===== src/rtl/srm_pkg.sv =====
// Shared types and constants for the six-register machine step block.
// Holds the opcode encoding, configuration register indexes and the index
// reduction helper. No dependencies.
package srm_pkg;

  // Number of registers in the file
  localparam int NUM_REGS = 6;

  // Register index width (covers indices 0..5)
  localparam int IDX_W = 3;

  // Configuration register indexes
  typedef enum logic [0:0] {
    CFG_IP_REGISTER    = 1'b0,
    CFG_PROGRAM_LENGTH = 1'b1
  } cfg_idx_t;

  // Instruction encoding
  typedef enum logic [3:0] {
    OP_ADDR = 4'd0,
    OP_ADDI = 4'd1,
    OP_MULR = 4'd2,
    OP_MULI = 4'd3,
    OP_BANR = 4'd4,
    OP_BANI = 4'd5,
    OP_BORR = 4'd6,
    OP_BORI = 4'd7,
    OP_SETR = 4'd8,
    OP_SETI = 4'd9,
    OP_GTIR = 4'd10,
    OP_GTRI = 4'd11,
    OP_GTRR = 4'd12,
    OP_EQIR = 4'd13,
    OP_EQRI = 4'd14,
    OP_EQRR = 4'd15
  } opcode_t;

  // Reduce an 8-bit value modulo six: quotient by reciprocal 171/1024,
  // exact for all inputs below 256, then one multiply-subtract.
  function automatic logic [IDX_W-1:0] mod6(input logic [7:0] v);
    logic [15:0] prod;
    logic [7:0]  quot;
    logic [7:0]  rem;
    prod = 16'(v) * 16'd171;
    quot = 8'(prod[15:10]);
    rem  = v - 8'(quot * 8'd6);
    return rem[IDX_W-1:0];
  endfunction

endpackage


===== src/rtl/srm_alu.sv =====
// Execution unit of the six-register machine: one instruction, one result.
// Purely combinational; depends on srm_pkg for the opcode encoding.
module srm_alu
  import srm_pkg::*;
#(
  parameter int DATA_WIDTH = 32
) (
  input  opcode_t                op,
  input  logic [7:0]             imm_a,
  input  logic [7:0]             imm_b,
  input  logic [DATA_WIDTH-1:0]  reg_a,
  input  logic [DATA_WIDTH-1:0]  reg_b,
  output logic [DATA_WIDTH-1:0]  result
);

  logic [DATA_WIDTH-1:0] ia;
  logic [DATA_WIDTH-1:0] ib;
  logic                  flag;

  // Zero-extend immediates to the data width
  assign ia = DATA_WIDTH'(imm_a);
  assign ib = DATA_WIDTH'(imm_b);

  // Select the operation; tests produce 0 or 1
  always_comb begin
    flag   = 1'b0;
    result = '0;
    case (op)
      OP_ADDR: result = reg_a + reg_b;
      OP_ADDI: result = reg_a + ib;
      OP_MULR: result = reg_a * reg_b;
      OP_MULI: result = reg_a * ib;
      OP_BANR: result = reg_a & reg_b;
      OP_BANI: result = reg_a & ib;
      OP_BORR: result = reg_a | reg_b;
      OP_BORI: result = reg_a | ib;
      OP_SETR: result = reg_a;
      OP_SETI: result = ia;
      OP_GTIR: begin
        flag   = $signed(ia) > $signed(reg_b);
        result = DATA_WIDTH'(flag);
      end
      OP_GTRI: begin
        flag   = $signed(reg_a) > $signed(ib);
        result = DATA_WIDTH'(flag);
      end
      OP_GTRR: begin
        flag   = $signed(reg_a) > $signed(reg_b);
        result = DATA_WIDTH'(flag);
      end
      OP_EQIR: begin
        flag   = (ia == reg_b);
        result = DATA_WIDTH'(flag);
      end
      OP_EQRI: begin
        flag   = (reg_a == ib);
        result = DATA_WIDTH'(flag);
      end
      OP_EQRR: begin
        flag   = (reg_a == reg_b);
        result = DATA_WIDTH'(flag);
      end
      default: result = '0;
    endcase
  end

endmodule


===== src/rtl/six_register_machine_step.sv =====
// Top level of the six-register machine step block.
// Depends on srm_pkg and srm_alu.
//
// Executes one instruction per transfer on six registers with the
// instruction pointer bound to the register selected by ip_register.
// Throughput is one instruction per clock: for an instruction in the
// input register, operand read, execute, register write-back and pointer
// update complete together, so the next instruction sees all effects of
// the previous one. It is held there only while the result register is
// full and not being drained. An instruction is captured in the input
// register on transfer and its result then goes to the result register,
// which drives out_valid. The result register decouples the two channels:
// a new instruction is taken while a result still waits. The user must
// write configuration only while no instruction is in flight; the block
// itself does not enforce it.
module six_register_machine_step
  import srm_pkg::*;
#(
  parameter int DATA_WIDTH = 32
) (
  input  logic               clk,
  input  logic               rst_n,
  // instruction channel
  input  logic               in_valid,
  output logic               in_ready,
  input  logic [3:0]         in_opcode,
  input  logic [7:0]         in_operand_a,
  input  logic [7:0]         in_operand_b,
  input  logic [7:0]         in_dest_index,
  // result channel
  output logic               out_valid,
  input  logic               out_ready,
  output logic signed [31:0] out_next_pointer,
  output logic               out_halted,
  output logic signed [31:0] out_written_value,
  output logic signed [31:0] out_register_zero,
  // configuration port
  input  logic               cfg_we,
  input  logic [0:0]         cfg_index,
  input  logic [15:0]        cfg_wdata
);

  localparam int CMP_W = (DATA_WIDTH > 16) ? DATA_WIDTH : 16;

  // configuration
  logic [IDX_W-1:0]      bound_r;
  logic [15:0]           plen_r;

  // architectural state
  logic [DATA_WIDTH-1:0] rf_r [NUM_REGS];
  logic [DATA_WIDTH-1:0] ip_r;
  logic [DATA_WIDTH-1:0] ip_nxt;

  // input stage
  logic                  in_vld_r;
  opcode_t               op_r;
  logic [7:0]            a_r;
  logic [7:0]            b_r;
  logic [IDX_W-1:0]      a_idx_r;
  logic [IDX_W-1:0]      b_idx_r;
  logic [IDX_W-1:0]      dst_r;

  // result stage
  logic                  out_vld_r;
  logic signed [31:0]    next_ptr_r;
  logic                  halted_r;
  logic signed [31:0]    wval_r;
  logic signed [31:0]    reg0_r;

  logic                  in_fire;
  logic                  advance;
  logic [DATA_WIDTH-1:0] rd_a;
  logic [DATA_WIDTH-1:0] rd_b;
  logic [DATA_WIDTH-1:0] alu_val;
  logic [DATA_WIDTH-1:0] reg0_val;
  logic                  halted_nxt;
  logic [63:0]           next_ext;
  logic [63:0]           wval_ext;
  logic [63:0]           reg0_ext;

  // Handshake: the input stage moves on when the result register is free
  assign advance  = in_vld_r & (~out_vld_r | out_ready);
  assign in_ready = ~in_vld_r | advance;
  assign in_fire  = in_valid & in_ready;

  // Configuration writes
  always_ff @(posedge clk) begin
    if (!rst_n) begin
      bound_r <= '0;
      plen_r  <= '0;
    end else if (cfg_we) begin
      case (cfg_index)
        CFG_IP_REGISTER:    bound_r <= mod6({5'd0, cfg_wdata[2:0]});
        CFG_PROGRAM_LENGTH: plen_r  <= cfg_wdata;
        default:            plen_r  <= plen_r;
      endcase
    end
  end

  // Capture the instruction, reducing register indices up front
  always_ff @(posedge clk) begin
    if (!rst_n) begin
      in_vld_r <= 1'b0;
    end else if (in_fire) begin
      in_vld_r <= 1'b1;
    end else if (advance) begin
      in_vld_r <= 1'b0;
    end
  end

  always_ff @(posedge clk) begin
    if (in_fire) begin
      op_r    <= opcode_t'(in_opcode);
      a_r     <= in_operand_a;
      b_r     <= in_operand_b;
      a_idx_r <= mod6(in_operand_a);
      b_idx_r <= mod6(in_operand_b);
      dst_r   <= mod6(in_dest_index);
    end
  end

  // Read operands; the bound register reads as the pointer
  assign rd_a = (a_idx_r == bound_r) ? ip_r : rf_r[a_idx_r];
  assign rd_b = (b_idx_r == bound_r) ? ip_r : rf_r[b_idx_r];

  srm_alu #(
    .DATA_WIDTH (DATA_WIDTH)
  ) u_alu (
    .op     (op_r),
    .imm_a  (a_r),
    .imm_b  (b_r),
    .reg_a  (rd_a),
    .reg_b  (rd_b),
    .result (alu_val)
  );

  // Next pointer and register 0 after write-back
  assign ip_nxt   = ((dst_r == bound_r) ? alu_val : ip_r) + DATA_WIDTH'(1);
  assign reg0_val = (dst_r == IDX_W'(0))   ? alu_val :
                    (bound_r == IDX_W'(0)) ? ip_r    : rf_r[0];
  assign halted_nxt = ip_nxt[DATA_WIDTH-1] | (CMP_W'(ip_nxt) >= CMP_W'(plen_r));

  // Sign-extend results to the output width
  assign next_ext = 64'(signed'(ip_nxt));
  assign wval_ext = 64'(signed'(alu_val));
  assign reg0_ext = 64'(signed'(reg0_val));

  // Write back the destination and the bound register, advance the pointer
  always_ff @(posedge clk) begin
    if (!rst_n) begin
      for (int i = 0; i < NUM_REGS; i++) begin
        rf_r[i] <= '0;
      end
      ip_r <= '0;
    end else if (advance) begin
      for (int i = 0; i < NUM_REGS; i++) begin
        if (dst_r == IDX_W'(i)) begin
          rf_r[i] <= alu_val;
        end else if (bound_r == IDX_W'(i)) begin
          rf_r[i] <= ip_r;
        end
      end
      ip_r <= ip_nxt;
    end
  end

  // Result register: load on advance, drop on transfer
  always_ff @(posedge clk) begin
    if (!rst_n) begin
      out_vld_r <= 1'b0;
    end else if (advance) begin
      out_vld_r <= 1'b1;
    end else if (out_ready) begin
      out_vld_r <= 1'b0;
    end
  end

  always_ff @(posedge clk) begin
    if (advance) begin
      next_ptr_r <= signed'(next_ext[31:0]);
      halted_r   <= halted_nxt;
      wval_r     <= signed'(wval_ext[31:0]);
      reg0_r     <= signed'(reg0_ext[31:0]);
    end
  end

  assign out_valid         = out_vld_r;
  assign out_next_pointer  = next_ptr_r;
  assign out_halted        = halted_r;
  assign out_written_value = wval_r;
  assign out_register_zero = reg0_r;

endmodule

===== config.mk =====
export PLATFORM = sky130hd
export DESIGN_NAME = six_register_machine_step
export DESIGN_NICKNAME = d
export VERILOG_FILES = /design/src/rtl/srm_pkg.sv /design/src/rtl/srm_alu.sv /design/src/rtl/six_register_machine_step.sv
export SDC_FILE = /design/constraint.sdc
export NUM_CORES = 2
export LEC_CHECK = 0
export ABC_AREA = 1
export BUFFER_PORTS_ARGS = -buffer_cell sky130_fd_sc_hd__clkbuf_2
export CAP_MARGIN = 20
export CORE_MARGIN = 2
export CORE_UTILIZATION = 35
export DETAILED_ROUTE_END_ITERATION = 8
export MAX_ROUTING_LAYER = met4
export PLACE_DENSITY_LB_ADDON = 0.25
export SLEW_MARGIN = 20
export SYNTH_ARGS = -nofsm -noshare
export SYNTH_HDL_FRONTEND = slang
export SYNTH_HIERARCHICAL = 1
export SYNTH_SLANG_ARGS = --single-unit

===== constraint.sdc =====
create_clock -name clk -period 9.8 [get_ports clk]
set_clock_uncertainty 0.05 [all_clocks]
set_input_delay 2.94 -clock clk [delete_from_list [all_inputs] [get_ports clk]]
set_output_delay 2.94 -clock clk [all_outputs]
set_load 0.01 [all_outputs]

==> flow_summary.yaml <==
critical_path:
  slowest_stage: "fa_1"
  path_common_cell: "nand2_1"
  arrival_ns: 9.68
  r2r_slack_ns: 0.41
  critical_path_required_ns: 10.09
  max_stage_delay_ns: 0.54
  crit_path_start_kind: "flip-flop"
  path_buf_inv: 7
  worstPathMaxFanout: 14
  reg2regPathDepth: 39
  worstSetupEndpointType: "flip-flop"
  critPathKind: "flip-flop to flip-flop"
  r2r-end: "out_halted"
  rr_startpoint: "a_idx_r[2]"
  critPathTopFamily: "adder cells"
cells_and_area:
  nets: 8122
  multi_input_area_um2: 35100
  final_core_util_pct: 40.9
  fillers: 14973
  final_common_cell: "inv_1"
  syn2layout_area_growth_pct: 16.1
  ff_latch_area_um2: 10700
  final_cell_mix: "inv_1 (1,508), nand2_1 (1,351), fa_1 (598)"
  drive_gt1_share_pct: 12.7
die:
  die_area_um2: 152000
  die_width_um: 390
  start_util_pct: 35.2
  dieHeight_um: 390
  io_pins: 149
  fp-row-count: 141
  coreArea_um2: 148000
min_path:
  holdCritPathClass: "flip-flop to flip-flop"
  whs_path_depth: 2
  hold_start: "plen_r[5]"
  hold_end: "plen_r[5]"
route:
  drt_first_pass_iters: 6
  ant_nets: 0
  drt-initial-drc-count: 4268
  finalWirelength_mm: 194
  routedLengthMet1_mm: 84.9
  met2_length_mm: 88.7
  wl_per_cell_um: 21.6
  drc_errors: 0
  top_layer: "met4"
  num_vias: 47253
  viasPerCell: 5.24
  wl_met3_mm: 13.3
timing:
  setup_viol: 0
  tightest_slew_ns: 1.14
  hold_viol: 0
  timing.final.crit_share_pct: 95.8
  relSlewSlack_pct: 24.0
  slew_violations: 0
  max_freq_ghz: 0.106
  min_period_ns: 9.39
yosys:
  synthDistinctLibCells: 62
  ys_seq_area_share_pct: 20.5
  netlist_instances: 6765
  synthesis.area_um2: 52000
  synthFlopType: "edfxtp_1"
  ys_seq_elements: 375
  syn_area_per_cell_um2: 7.69
  yosysWarningCount: 6
  synth_nets: 7838
  synth_edf_count: 316
  postSynth.asyncResetShare_pct: 0
clocking:
  cts_hold_buf: 0
  clk_latency_ns: 0.62
  cts_buffer_depth: 3
  cts_buffers: 40
  numClockSinks: 375
  ctsHtreeMaxLevel: 2
  tritoncts: "done"
  cts_root_buf: "clkbuf_16"
  path_clk_slew_ns: 0.06
global_routing:
  grt_pass1_wl_mm: 291
  grt_usage_pct: 25.7
  global_route.overflow_total: 0
  grt_start_max_net_pins: 66
  antenna_found_initial: 1
  grt_pass1_vias: 46790
job:
  drv_cap: 0
placement:
  portBuffers: 148
  dp_hpwl_mm: 150
  gp_congestion: 0.979
status:
  status: "complete, no violations"
[worst register-to-register path, delay by kind of cell, from the launching register on]
kind | cells | cell delay [ns]
adders and majority gates | 9 | 4.38
DFF | 1 | 0.47
buffers and inverters | 7 | 0.87
xor gates and xnor gates | 1 | 0.28
AOI/OAI and AO/OA | 1 | 0.19
and+or+nand+nor | 21 | 2.88
[cell usage after synthesis, drive strengths merged, types with 5 or more instances]
| library cell | count | share of area (%) |
|---|---|---|
| a211oi | 23 | 0.33 |
| a21o | 16 | 0.23 |
| a21oi | 448 | 4.3 |
| a221oi | 29 | 0.49 |
| a31oi | 105 | 1.3 |
| and2 | 7 | 0.084 |
| buf | 104 | 1.0 |
| clkbuf | 250 | 1.8 |
| clkinv | 10 | 0.072 |
| dfxtp | 59 | 2.3 |
| edfxtp | 316 | 18 |
| fa | 598 | 23 |
| ha | 425 | 10 |
| inv | 1531 | 11 |
| nand2 | 1381 | 10 |
| nand3 | 177 | 1.7 |
| nand3b | 9 | 0.13 |
| nand4 | 100 | 1.2 |
| nor2 | 344 | 2.6 |
| nor3 | 37 | 0.38 |
| nor4 | 12 | 0.17 |
| o2111ai | 7 | 0.12 |
| o211ai | 5 | 0.072 |
| o21a | 6 | 0.087 |
| o21ai | 443 | 4.3 |
| o21bai | 20 | 0.30 |
| o221ai | 18 | 0.30 |
| o22ai | 125 | 1.5 |
| or2 | 31 | 0.37 |
| xnor2 | 51 | 0.92 |
| xor2 | 60 | 1.0 |
[sequential cells by signal (all words and copies together), names as in the netlist, named ones only]
register / flops
rf_r: 192
ip_r: 32
out_next_pointer: 32
out_register_zero: 32
out_written_value: 32
plen_r: 16
a_r: 8
b_r: 8
op_r: 4
bound_r: 3
dst_r: 3
a_idx_r: 2
b_idx_r: 2
in_vld_r: 1
out_halted: 1
out_valid: 1
[through the flow]
step / worst slack, ns / cells / TNS (ns) / hold WS (ns) / area [um^2]
detailed placement: -0.0306 / 8865 / -0.0306 / 0.404 / 57600
global route: -0.0846 / 9011 / -0.0846 / 0.433 / 60400
global placement: 0.00571 / 8865 / 0 / 0.401 / 57600
finish: 0.410 / 9012 / 0 / 0.412 / 60400
floorplan: 0.799 / 6765 / 0 / 0.385 / 52000
CTS: 0.0135 / 8944 / 0 / 0.416 / 59100
[cell families after synthesis]
family / after synthesis / synth area share (%)
flops: 375 / 20.5
buf+inv: 1895 / 13.9
simple gates: 2100 / 16.8
xor+xnor: 111 / 1.93
compound gates: 1261 / 13.6
fa+ha+maj: 1023 / 33.2
[area by class of cell]
| cell class | instances | share of cell area (%) |
|---|---|---|
| Multi-Input combinational cell | 4496 | 58.1 |
| Sequential cell | 375 | 17.7 |
| Inverter | 1541 | 9.59 |
| Timing Repair Buffer | 593 | 8.32 |
| Tap cell | 1930 | 4.00 |
| Clock buffer | 51 | 1.83 |
| Clock inverter | 22 | 0.441 |
| Timing Repair inverter | 2 | 0.0207 |
| Antenna cell | 2 | 0.00828 |
[how the worst max path moves through the flow]
stage / from / to / slack, ns / cells past startpoint
floorplan: bound_r[1] / out_halted / 0.80 / 45
CTS: flip-flop / out_halted / 0.01 / 43
detailed placement: b_idx_r[1] / out_halted / -0.03 / 37
global placement: b_idx_r[1] / out_halted / 0.006 / 41
finish: a_idx_r[2] / out_halted / 0.41 / 39
global route: a_idx_r[2] / out_halted / -0.08 / 43
[what timing repair did]
action / CTS / global route
pin swaps: 2 / 30
endpoints found under the setup margin: 1 / 27
cloned: 0 / 13
resized for setup: 3 / 140
setup buffers: 6 / 53
[per-layer routing]
metal  vias to the layer above  GRT usage [%]
li1                      21883              -
met1                     23169           34.5
met2                      1902           40.5
met3                       299           3.19
met4                         0           8.26
met5                         -              -
Power is left out: the tool's default activity adds up to more than one toggle a clock period on the data nets, which glitch-free logic cannot reach.
